### config.mk
export PLATFORM = sky130hd
export DESIGN_NAME = adjacency_matrix_graph_traversal
export DESIGN_NICKNAME = d
export VERILOG_FILES = /design/src/hdl/agt_pkg.sv /design/src/hdl/agt_ctrl.sv /design/src/hdl/agt_dp.sv /design/src/hdl/adjacency_matrix_graph_traversal.sv
export SDC_FILE = /design/constraint.sdc
export NUM_CORES = 1
export LEC_CHECK = 0
export BUFFER_PORTS_ARGS = -buffer_cell sky130_fd_sc_hd__buf_2
export CORE_ASPECT_RATIO = 1.75
export CORE_MARGIN = 4
export CORE_UTILIZATION = 35
export DETAILED_ROUTE_END_ITERATION = 8
export REMOVE_ABC_BUFFERS = 1
export SLEW_MARGIN = 0
export SYNTH_ARGS = -nofsm -noshare
export SYNTH_HDL_FRONTEND = slang
export SYNTH_SLANG_ARGS = --single-unit
### constraint.sdc
create_clock -name clk -period 4.3 [get_ports clk]
set_input_delay 0.86 -clock clk [delete_from_list [all_inputs] [get_ports clk]]
set_output_delay 0.86 -clock clk [all_outputs]
set_load 0.01 [all_outputs]
### src/hdl/agt_pkg.sv
// Types, codes and sizes shared by the adjacency-matrix graph traversal block.
package agt_pkg;

  localparam int VERTEX_LIMIT = 16;
  localparam int VIDX_W = 4;
  localparam int PTR_W = 5;
  localparam int COUNT_W = 5;

  localparam logic [1:0] OP_CLEAR = 2'd0;
  localparam logic [1:0] OP_EDGE = 2'd1;
  localparam logic [1:0] OP_BFS = 2'd2;
  localparam logic [1:0] OP_DFS = 2'd3;

  typedef struct packed {
    logic [1:0]        cmd;
    logic [VIDX_W-1:0] vertex_a;
    logic [VIDX_W-1:0] vertex_b;
    logic [7:0]        weight;
  } agt_in_t;

  typedef struct packed {
    logic [VIDX_W-1:0] visited_vertex;
    logic              last_of_walk;
    logic              bad_start;
  } agt_out_t;

  typedef enum logic [1:0] {
    ST_IDLE,
    ST_ERR,
    ST_POP,
    ST_SCAN
  } agt_state_t;

  typedef struct packed {
    logic clear_rows;
    logic set_edge;
    logic start_walk;
    logic pop;
    logic push;
    logic emit_bad;
    logic emit_final;
  } agt_ctrl_t;

  typedef struct packed {
    logic start_bad;
    logic pend_empty;
    logic cand_any;
    logic have_prev;
    logic out_free;
  } agt_stat_t;

endpackage

### src/hdl/agt_ctrl.sv
// Controller state machine: sequences clear, edge update and the traversal steps.
module agt_ctrl (
  input  logic                 clk,
  input  logic                 rst,
  input  logic                 in_valid,
  input  logic [1:0]           in_cmd,
  input  agt_pkg::agt_stat_t   stat,
  output agt_pkg::agt_ctrl_t   ctrl,
  output logic                 in_stall
);

  agt_pkg::agt_state_t state;
  agt_pkg::agt_state_t state_next;

  always_ff @(posedge clk) begin
    if (rst) begin
      state <= agt_pkg::ST_IDLE;
    end else begin
      state <= state_next;
    end
  end

  always_comb begin
    state_next = state;
    ctrl = '0;
    in_stall = (state != agt_pkg::ST_IDLE);
    unique case (state)
      agt_pkg::ST_IDLE: begin
        if (in_valid) begin
          unique case (in_cmd) inside
            agt_pkg::OP_CLEAR: ctrl.clear_rows = 1'b1;
            agt_pkg::OP_EDGE: ctrl.set_edge = 1'b1;
            agt_pkg::OP_BFS, agt_pkg::OP_DFS: begin
              if (stat.start_bad) begin
                state_next = agt_pkg::ST_ERR;
              end else begin
                ctrl.start_walk = 1'b1;
                state_next = agt_pkg::ST_POP;
              end
            end
            default: state_next = agt_pkg::ST_IDLE;
          endcase
        end
      end
      agt_pkg::ST_ERR: begin
        if (stat.out_free) begin
          ctrl.emit_bad = 1'b1;
          state_next = agt_pkg::ST_IDLE;
        end
      end
      agt_pkg::ST_POP: begin
        if (stat.pend_empty) begin
          if (stat.out_free) begin
            ctrl.emit_final = 1'b1;
            state_next = agt_pkg::ST_IDLE;
          end
        end else if (!stat.have_prev || stat.out_free) begin
          ctrl.pop = 1'b1;
          state_next = agt_pkg::ST_SCAN;
        end
      end
      agt_pkg::ST_SCAN: begin
        if (stat.cand_any) begin
          ctrl.push = 1'b1;
        end else begin
          state_next = agt_pkg::ST_POP;
        end
      end
      default: state_next = agt_pkg::ST_IDLE;
    endcase
  end

endmodule

### src/hdl/agt_dp.sv
// Datapath: adjacency rows, visited marks, pending store and the result register.
module agt_dp (
  input  logic                          clk,
  input  logic                          rst,
  input  agt_pkg::agt_in_t              in_data,
  input  agt_pkg::agt_ctrl_t            ctrl,
  output agt_pkg::agt_stat_t            stat,
  output logic                          out_valid,
  input  logic                          out_stall,
  output agt_pkg::agt_out_t             out_data,
  input  logic                          cfg_write_en,
  input  logic [agt_pkg::COUNT_W-1:0]   cfg_write_data
);

  logic [agt_pkg::VERTEX_LIMIT-1:0] rows [agt_pkg::VERTEX_LIMIT];
  logic [agt_pkg::VERTEX_LIMIT-1:0] visited;
  logic [agt_pkg::VIDX_W-1:0]       pending [agt_pkg::VERTEX_LIMIT];
  logic [agt_pkg::PTR_W-1:0]        head;
  logic [agt_pkg::PTR_W-1:0]        tail;
  logic                             depth_first;
  logic                             have_prev;
  logic [agt_pkg::VIDX_W-1:0]       cur;
  logic [agt_pkg::COUNT_W-1:0]      vertex_count;

  logic [agt_pkg::COUNT_W-1:0]      n_eff;
  logic [agt_pkg::VERTEX_LIMIT-1:0] col_mask;
  logic [agt_pkg::VERTEX_LIMIT-1:0] cand;
  logic [agt_pkg::VERTEX_LIMIT-1:0] low_bit;
  logic [agt_pkg::VIDX_W-1:0]       low_idx;
  logic [agt_pkg::PTR_W-1:0]        pop_ptr;
  logic [agt_pkg::VIDX_W-1:0]       pop_vertex;
  logic                             edge_ok;
  logic                             out_free;

  assign n_eff = (vertex_count > agt_pkg::COUNT_W'(agt_pkg::VERTEX_LIMIT)) ?
                 agt_pkg::COUNT_W'(agt_pkg::VERTEX_LIMIT) : vertex_count;

  always_comb begin
    for (int i = 0; i < agt_pkg::VERTEX_LIMIT; i++) begin
      col_mask[i] = (agt_pkg::COUNT_W'(i) < n_eff);
    end
  end

  assign edge_ok = ({1'b0, in_data.vertex_a} < n_eff) && ({1'b0, in_data.vertex_b} < n_eff);

  assign cand = rows[cur] & ~visited & col_mask;
  assign low_bit = cand & (~cand + agt_pkg::VERTEX_LIMIT'(1));

  always_comb begin
    low_idx = '0;
    for (int i = 0; i < agt_pkg::VERTEX_LIMIT; i++) begin
      if (low_bit[i]) begin
        low_idx = low_idx | agt_pkg::VIDX_W'(i);
      end
    end
  end

  assign pop_ptr = depth_first ? (tail - agt_pkg::PTR_W'(1)) : head;
  assign pop_vertex = pending[pop_ptr[agt_pkg::VIDX_W-1:0]];
  assign out_free = !out_valid || !out_stall;

  assign stat.start_bad = ({1'b0, in_data.vertex_a} >= n_eff);
  assign stat.pend_empty = (head >= tail);
  assign stat.cand_any = (cand != '0);
  assign stat.have_prev = have_prev;
  assign stat.out_free = out_free;

  always_ff @(posedge clk) begin
    if (rst) begin
      vertex_count <= agt_pkg::COUNT_W'(agt_pkg::VERTEX_LIMIT);
    end else if (cfg_write_en) begin
      vertex_count <= cfg_write_data;
    end
  end

  // Symmetric edge update: each bit compares its own row and column.
  always_ff @(posedge clk) begin
    for (int r = 0; r < agt_pkg::VERTEX_LIMIT; r++) begin
      for (int c = 0; c < agt_pkg::VERTEX_LIMIT; c++) begin
        if (rst || ctrl.clear_rows) begin
          rows[r][c] <= 1'b0;
        end else if (ctrl.set_edge && edge_ok &&
                     (((agt_pkg::VIDX_W'(r) == in_data.vertex_a) &&
                       (agt_pkg::VIDX_W'(c) == in_data.vertex_b)) ||
                      ((agt_pkg::VIDX_W'(r) == in_data.vertex_b) &&
                       (agt_pkg::VIDX_W'(c) == in_data.vertex_a)))) begin
          rows[r][c] <= (in_data.weight != 8'd0);
        end
      end
    end
  end

  always_ff @(posedge clk) begin
    if (rst) begin
      visited <= '0;
      head <= '0;
      tail <= '0;
      depth_first <= 1'b0;
      have_prev <= 1'b0;
    end else if (ctrl.start_walk) begin
      visited <= agt_pkg::VERTEX_LIMIT'(1) << in_data.vertex_a;
      head <= '0;
      tail <= agt_pkg::PTR_W'(1);
      depth_first <= (in_data.cmd == agt_pkg::OP_DFS);
      have_prev <= 1'b0;
    end else if (ctrl.pop) begin
      have_prev <= 1'b1;
      if (depth_first) begin
        tail <= tail - agt_pkg::PTR_W'(1);
      end else begin
        head <= head + agt_pkg::PTR_W'(1);
      end
    end else if (ctrl.push) begin
      visited <= visited | low_bit;
      if (tail < agt_pkg::PTR_W'(agt_pkg::VERTEX_LIMIT)) begin
        tail <= tail + agt_pkg::PTR_W'(1);
      end
    end
  end

  always_ff @(posedge clk) begin
    if (ctrl.start_walk) begin
      pending[0] <= in_data.vertex_a;
    end else if (ctrl.push && (tail < agt_pkg::PTR_W'(agt_pkg::VERTEX_LIMIT))) begin
      pending[tail[agt_pkg::VIDX_W-1:0]] <= low_idx;
    end
    if (ctrl.pop) begin
      cur <= pop_vertex;
    end
  end

  // Hold each popped vertex until the next pop or the end of the walk settles its last flag.
  always_ff @(posedge clk) begin
    if (rst) begin
      out_valid <= 1'b0;
    end else if (ctrl.emit_bad || ctrl.emit_final || (ctrl.pop && have_prev)) begin
      out_valid <= 1'b1;
    end else if (!out_stall) begin
      out_valid <= 1'b0;
    end
  end

  always_ff @(posedge clk) begin
    if (ctrl.emit_bad) begin
      out_data <= '{visited_vertex: '0, last_of_walk: 1'b1, bad_start: 1'b1};
    end else if (ctrl.emit_final) begin
      out_data <= '{visited_vertex: cur, last_of_walk: 1'b1, bad_start: 1'b0};
    end else if (ctrl.pop && have_prev) begin
      out_data <= '{visited_vertex: cur, last_of_walk: 1'b0, bad_start: 1'b0};
    end
  end

endmodule

### src/hdl/adjacency_matrix_graph_traversal.sv
// Top level of the adjacency-matrix graph traversal block: controller, datapath, checks.
//
// Clear and set-edge transactions are taken in IDLE and leave the controller there. A
// traversal whose start vertex is not below the vertex count passes through ERR and
// gives one error result, registered once the output register is free. A good traversal
// alternates POP and SCAN: the pending store moves at most one vertex per cycle, one pop
// or one push, a pop can wait on a stalled output, and each pop costs a row lookup. A
// finished result waits in the output register while the next transaction is taken.
module adjacency_matrix_graph_traversal (
  input  logic                        clk,
  input  logic                        rst,
  input  logic                        in_valid,
  output logic                        in_stall,
  input  agt_pkg::agt_in_t            in_data,
  output logic                        out_valid,
  input  logic                        out_stall,
  output agt_pkg::agt_out_t           out_data,
  input  logic                        cfg_write_en,
  input  logic [agt_pkg::COUNT_W-1:0] cfg_write_data
);

  agt_pkg::agt_ctrl_t ctrl;
  agt_pkg::agt_stat_t stat;

  agt_ctrl u_ctrl (
    .clk      (clk),
    .rst      (rst),
    .in_valid (in_valid),
    .in_cmd   (in_data.cmd),
    .stat     (stat),
    .ctrl     (ctrl),
    .in_stall (in_stall)
  );

  agt_dp u_dp (
    .clk            (clk),
    .rst            (rst),
    .in_data        (in_data),
    .ctrl           (ctrl),
    .stat           (stat),
    .out_valid      (out_valid),
    .out_stall      (out_stall),
    .out_data       (out_data),
    .cfg_write_en   (cfg_write_en),
    .cfg_write_data (cfg_write_data)
  );

`ifndef SYNTH
  a_one_command: assert property (@(posedge clk) disable iff (rst)
    $onehot0(ctrl))
    else $error("controller issued more than one command");

  a_walk_holds_input: assert property (@(posedge clk) disable iff (rst)
    (in_valid && !in_stall &&
     ((in_data.cmd == agt_pkg::OP_BFS) || (in_data.cmd == agt_pkg::OP_DFS)))
    |=> in_stall)
    else $error("traversal transaction did not hold the input");

  a_final_has_vertex: assert property (@(posedge clk) disable iff (rst)
    ctrl.emit_final |-> stat.have_prev)
    else $error("final result issued with no popped vertex");

  a_bad_start_form: assert property (@(posedge clk) disable iff (rst)
    (out_valid && out_data.bad_start) |->
    (out_data.last_of_walk && (out_data.visited_vertex == '0)))
    else $error("malformed error result");
`endif

endmodule
# == Word-level counts from Yosys, hierarchy flattened ==
# Memory sizes are Yosys's and may differ from the RTL's. A register that Yosys moved wholly into a read port is not among the register bits.
# Index checks and enable logic that the tools add are counted.
# totals
out_inout_bits,8
ff_bits,42
elab_cells,1621
mem_count,2
ramBits,320
# mem_list
name,depth,width,read_ports,rd_ports_with_merged_regs,wr,line,rtl
u_dp.rows,16,16,1,0,16,agt_dp.sv:15,logic [agt_pkg::VERTEX_LIMIT-1:0] rows [agt_pkg::VERTEX_LIMIT];
u_dp.pending,16,4,1,1,1,agt_dp.sv:17,logic [agt_pkg::VIDX_W-1:0] pending [agt_pkg::VERTEX_LIMIT];
# classes
eq_ne,44
n_shift,1
n_addsub,4
n_lt_le_gt_ge,22
reduce_logical,547
bitwise,263
n_mux,726
# op_table
op,count
1-bit 2-to-1 mux,689
1-bit logical AND,396
1-bit OR,256
1-bit logical OR,125
"4-bit == test, first input constant",16
16-bit bitwise AND,3
16-bit 2-to-1 mux,3
4-bit 2-to-1 mux,11
"4-bit by 5-bit less-than comparator with 1-bit output, first input constant",8
"3-bit by 4-bit == test with 1-bit output, first input constant",8
16-bit inverter,2
5-bit 2-to-1 mux,5
"3-bit by 5-bit less-than comparator with 1-bit output, first input constant",4
3-bit 2-to-1 mux,6
"16-bit by 1-bit adder with 16-bit output, second input constant",1
"2-bit by 4-bit == test with 1-bit output, first input constant",4
2-bit 2-to-1 mux,8
16-bit OR,1
16-bit nonzero test,1
"1-bit by 4-bit left shift with 16-bit output, first input constant",1
6-bit 2-to-1 mux,2
"5-bit by 1-bit adder with 5-bit output, second input constant",2
"1-bit by 5-bit less-than comparator with 1-bit output, first input constant",2
"2-bit by 5-bit less-than comparator with 1-bit output, first input constant",2
27 further kinds,51

# == Longest topological paths before layout ==
# logic_depth
depth_word,23
depth_mapped,16

# == Hierarchy ==
# Synthesis repeated with hierarchy kept, for this count alone.
# hier_totals
cells_unflattened,1359
hier_area_um2,14710.4
# by_module_without_submodules
mod,area_each_um2,n_inst,cells_each
agt_dp,14531.4,1,1336
agt_ctrl,178.9,1,23

# == Worst setup path after synthesis ==
# OpenSTA, ideal clock, no wires.
# synth_timing
kind,reg-to-reg
start,"reg u_dp.cur[0] (netlist bit), read port of u_dp.pending"
end,"mem u_dp.pending[0][3] (netlist bit), data pin"
synth_period_minus_slack_ps,3589
path_slack_ps,711
t_required_ps,3959
path_stages_with_launch,16
t_arrival_ps,3248
path_buffers,7
cell_sequence,edfxtp_1 buf_6 buf_12 buf_12 buf_12 buf_12 mux2i_1 a2111oi_2 nand3_1 o31ai_1 nor2_2 and3_4 a211o_1 buf_6 buf_6 o31ai_1
# synth_via
elab_chain_len,15
# synth_rtl
item,line,rtl
from (decl),agt_dp.sv:22,logic [agt_pkg::VIDX_W-1:0] cur;
memory read 16 x 16 bit *,--,
16-bit bitwise AND * (2 in a row),agt_dp.sv:46,assign cand = rows[cur] & ~visited & col_mask;
16-bit inverter,agt_dp.sv:47,assign low_bit = cand & (~cand + agt_pkg::VERTEX_LIMIT'(1));
16-bit by 1-bit adder with 16-bit output,agt_dp.sv:47,
16-bit bitwise AND,agt_dp.sv:47,
4-bit 2-to-1 mux (8 in a row),agt_dp.sv:52,if (low_bit[i]) begin
4-bit 2-to-1 mux (no line) *,--,
to (decl),agt_dp.sv:17,
# Every way passes the cells marked *; elsewhere a longest branch is shown, timed or not.

# == Worst setup path in the final report ==
# layout_timing
start,"reg u_dp.cur[0] (netlist bit), read port of u_dp.pending"
end,"mem u_dp.pending[8][0] (netlist bit), data pin"
# layout_via
elab_chain_len,22
# layout_rtl
item,line
memory read 16 x 16 bit *,--
16-bit bitwise AND * (2 in a row),agt_dp.sv:46
16-bit inverter,agt_dp.sv:47
16-bit by 1-bit adder with 16-bit output,agt_dp.sv:47
16-bit bitwise AND,agt_dp.sv:47
1-bit 2-to-1 mux,agt_dp.sv:52
2-bit 2-to-1 mux (2 in a row),agt_dp.sv:52
3-bit 2-to-1 mux (4 in a row),agt_dp.sv:52
4-bit 2-to-1 mux (8 in a row),agt_dp.sv:52
4-bit 2-to-1 mux (no line) *,--
# Marks and branches as above.

==> results_dict.tcl <==
set metrics [dict create \
    outcome "finished, final reports clean" \
    synth_flop_cell "edfxtp_1" \
    dp.cells 1903 \
    drc_errors 0 \
    final_max_slew_viol_count 0 \
    critPathArrivalTime_ns 4.40 \
    rsz0062_at_grt "false" \
    cp_data_required_time_ns 4.59 \
    overflow 0 \
    grt_use_total_pct 20.8 \
    num_vias 11800 \
    die_h_um 280 \
    die_w_um 163 \
    ant_nets 0 \
    async_flop_share_pct 0 \
    cts_tree "built" \
    cts.sinks 247 \
    syn_inst 1374 \
    dieArea_sq_mm 0.0456 \
    cts-buffers-inserted 23 \
    netlist_top_cells_area "edfxtp_1 42%, mux4_2 6.7%, a22oi_1 6.3%" \
    fin_skew_ns 0.0172 \
    nNetsFinal 1416 \
    fin_cells 1946 \
    hold_class "reg -> reg" \
    syn_area_per_cell_sq_um 10.7 \
    cts_root_buf "clkbuf_16" \
    leakagePower_nw 5.40 \
    postCtsHoldBufs 0 \
    fin_setup_tns_ns 0 \
    clk_pin_slew_ns 0.07 \
    ios 36 \
    power_density_mw_per_mm2 346 \
    fin_crit_ns 4.11 \
    fin_ws_ns 0.188 \
    ys_ff_latch 247 \
    wirelength_um 48200 \
    critPathCaptureType "flip-flop" \
    first_iter_violations 1385 \
    wire_per_inst_um 24.8 \
    clock_latency_ns 0.56 \
    final_cell_mix "205 x edfxtp_1, 196 x nor2_1, 159 x o21ai_0, 123 x a22oi_1, 75 x nand2_1" \
    netlist_area_sq_mm 0.0148 \
    syn2layout_area_growth_pct 11.8 \
    via_per_inst 6.06 \
    yosys_warnings 0 \
    ir_worst_vdd_mv 0.248 \
    hold_viol 0 \
    rows 99 \
    drt-pass1-iter-count 5 \
    place_congestion 0.947 \
    worst_pin_slew_ns 1.14 \
    setup_viol 0 \
    first_global_vias 11800 \
    final_layout_size_suffix_gt1_share_pct 19.1 \
    start_kind "flip-flop" \
    io_buffers 35 \
    start_util_pct 35.3 \
    yosysTopAreaCellShare_pct 41.7 \
    path_max_fanout 27 \
    seq_area_frac_synth_pct 47.4 \
    critical_path_class "reg -> reg" \
    cts_buffer_depth 3 \
    pre_cts_slack_ns 0.152 \
    grt_max_degree 137 \
    drv_cap 0 \
    max-slew-margin-rel_pct 23.8 \
    synth.distinct_cells 86 \
    place_hpwl_um 34000 \
    fin_crit_sh_pct 95.6 \
    grt_pass1_wl_um 72800 \
    synth_edf_count 205 \
    antenna_found_initial 1 \
    layout.cells.most_common "edfxtp_1" \
    cts_max_level 1 \
    core_area_sq_mm 0.0417 \
    yosys.area.top_type "edfxtp_1" \
    fmax_mhz 243 \
]
power by group:
group	leakage, nW	switching, mW	internal [mW]
clock	0.416	0.983	1.42
sequential	2.40	0.0651	2.68
combinational	2.58	0.369	0.195
sequential cells by signal, summed over array words and instances (netlist names):
| register | cells |
|---|---|
| u_dp.out_valid | 1 |
| u_dp.visited | 16 |
| u_dp.vertex_count | 5 |
| u_dp.head | 5 |
| u_dp.out_data | 6 |
| u_dp.rows | 137 |
| u_ctrl.state | 2 |
| u_dp.tail | 5 |
| u_dp.cur | 4 |
| u_dp.pending | 64 |
| u_dp.depth_first | 1 |
| u_dp.have_prev | 1 |
area by class of cell:
cell class	count	area [sq um]
fill	3971	25200
multi-input combinational	972	7070
sequential	247	7000
timing repair buffer	104	768
tap	555	694
clock buffer	25	583
clock inverter	17	284
inverter	25	93.8
antenna	1	2.50
synthesized netlist by cell type (11+ instances only):
cell	count
a211oi_1	20
a21oi_1	31
a22oi_1	123
clkbuf_1	99
dfxtp_1	42
edfxtp_1	205
ha_1	15
inv_1	23
mux2_2	23
mux2i_1	50
mux4_1	13
mux4_2	44
nand2_1	75
nand2b_1	17
nand3_1	11
nor2_1	204
nor3_1	38
nor4_1	14
o21ai_0	160
o22ai_1	13
what timing repair did:
action                                  4_1_cts  5_1_grt
endpoints found under the setup margin        0        4
setup buffers                                 0        0
hold endpoints to repair                      0        0
gates resized for setup                       0        1
through the flow:
| stage | utilization, % | hold WS [ns] | power [mW] | instance area, sq um |
|---|---|---|---|---|
| 6_report | 39.5 | 0.455 | 5.71 | 16500 |
| 5_1_grt | 39.5 | 0.486 | 5.87 | 16500 |
| 4_1_cts | 39.5 | 0.461 | 5.73 | 16500 |
| 3_5_place_dp | 37.4 | 0.445 | 3.35 | 15600 |
| 3_3_place_gp | 37.4 | 0.437 | 3.34 | 15600 |
| 2_1_floorplan | - | 0.456 | 3.10 | 14000 |
layer usage:
layer | share of wire [%] | vias up | GRT usage (%) | routed length [um]
li1 | - | 5253 | - | -
met4 | 7.3 | 0 | 13.1 | 3500
met5 | 0 | - | 0 | 0
met3 | 6.0 | 158 | 2.78 | 2900
met2 | 53 | 532 | 37.5 | 25400
met1 | 34 | 5843 | 22.6 | 16500
worst max-delay path: stages (launching register included):
cell      delay, ns
edfxtp_1       0.47
buf_12         0.24
mux4_2         0.51
mux2i_1        0.35
o22ai_1        0.26
a21oi_1        0.50
and2_4         0.30
and3_4         0.25
a211o_1        0.34
buf_4          0.24
nand2_1        0.06
o31a_1         0.10
buf_4          0.19
cell families after synthesis:
logic type	count (synthesis)	synth area share [%]
xor gates and xnor gates	6	0.356
muxes	130	14.2
buffers and inverters	155	5.60
adders and majority gates	15	1.27
AOI/OAI and AO/OA	411	18.2
DFF	247	47.4
and+or+nand+nor	410	12.9
path summary, 6_finish.rpt:
| path | from | to | slack [ns] | cells past startpoint |
|---|---|---|---|---|
| min | u_dp.out_data[0] | u_dp.out_data[0] | 0.45 | 1 |
| max reg2reg | u_dp.cur[0] | u_dp.pending[8][0] | 0.19 | 12 |
| max | u_dp.cur[0] | u_dp.pending[8][0] | 0.19 | 12 |
| min reg2reg | u_dp.out_data[0] | u_dp.out_data[0] | 0.45 | 1 |
Power figures use the tool's default switching activity.
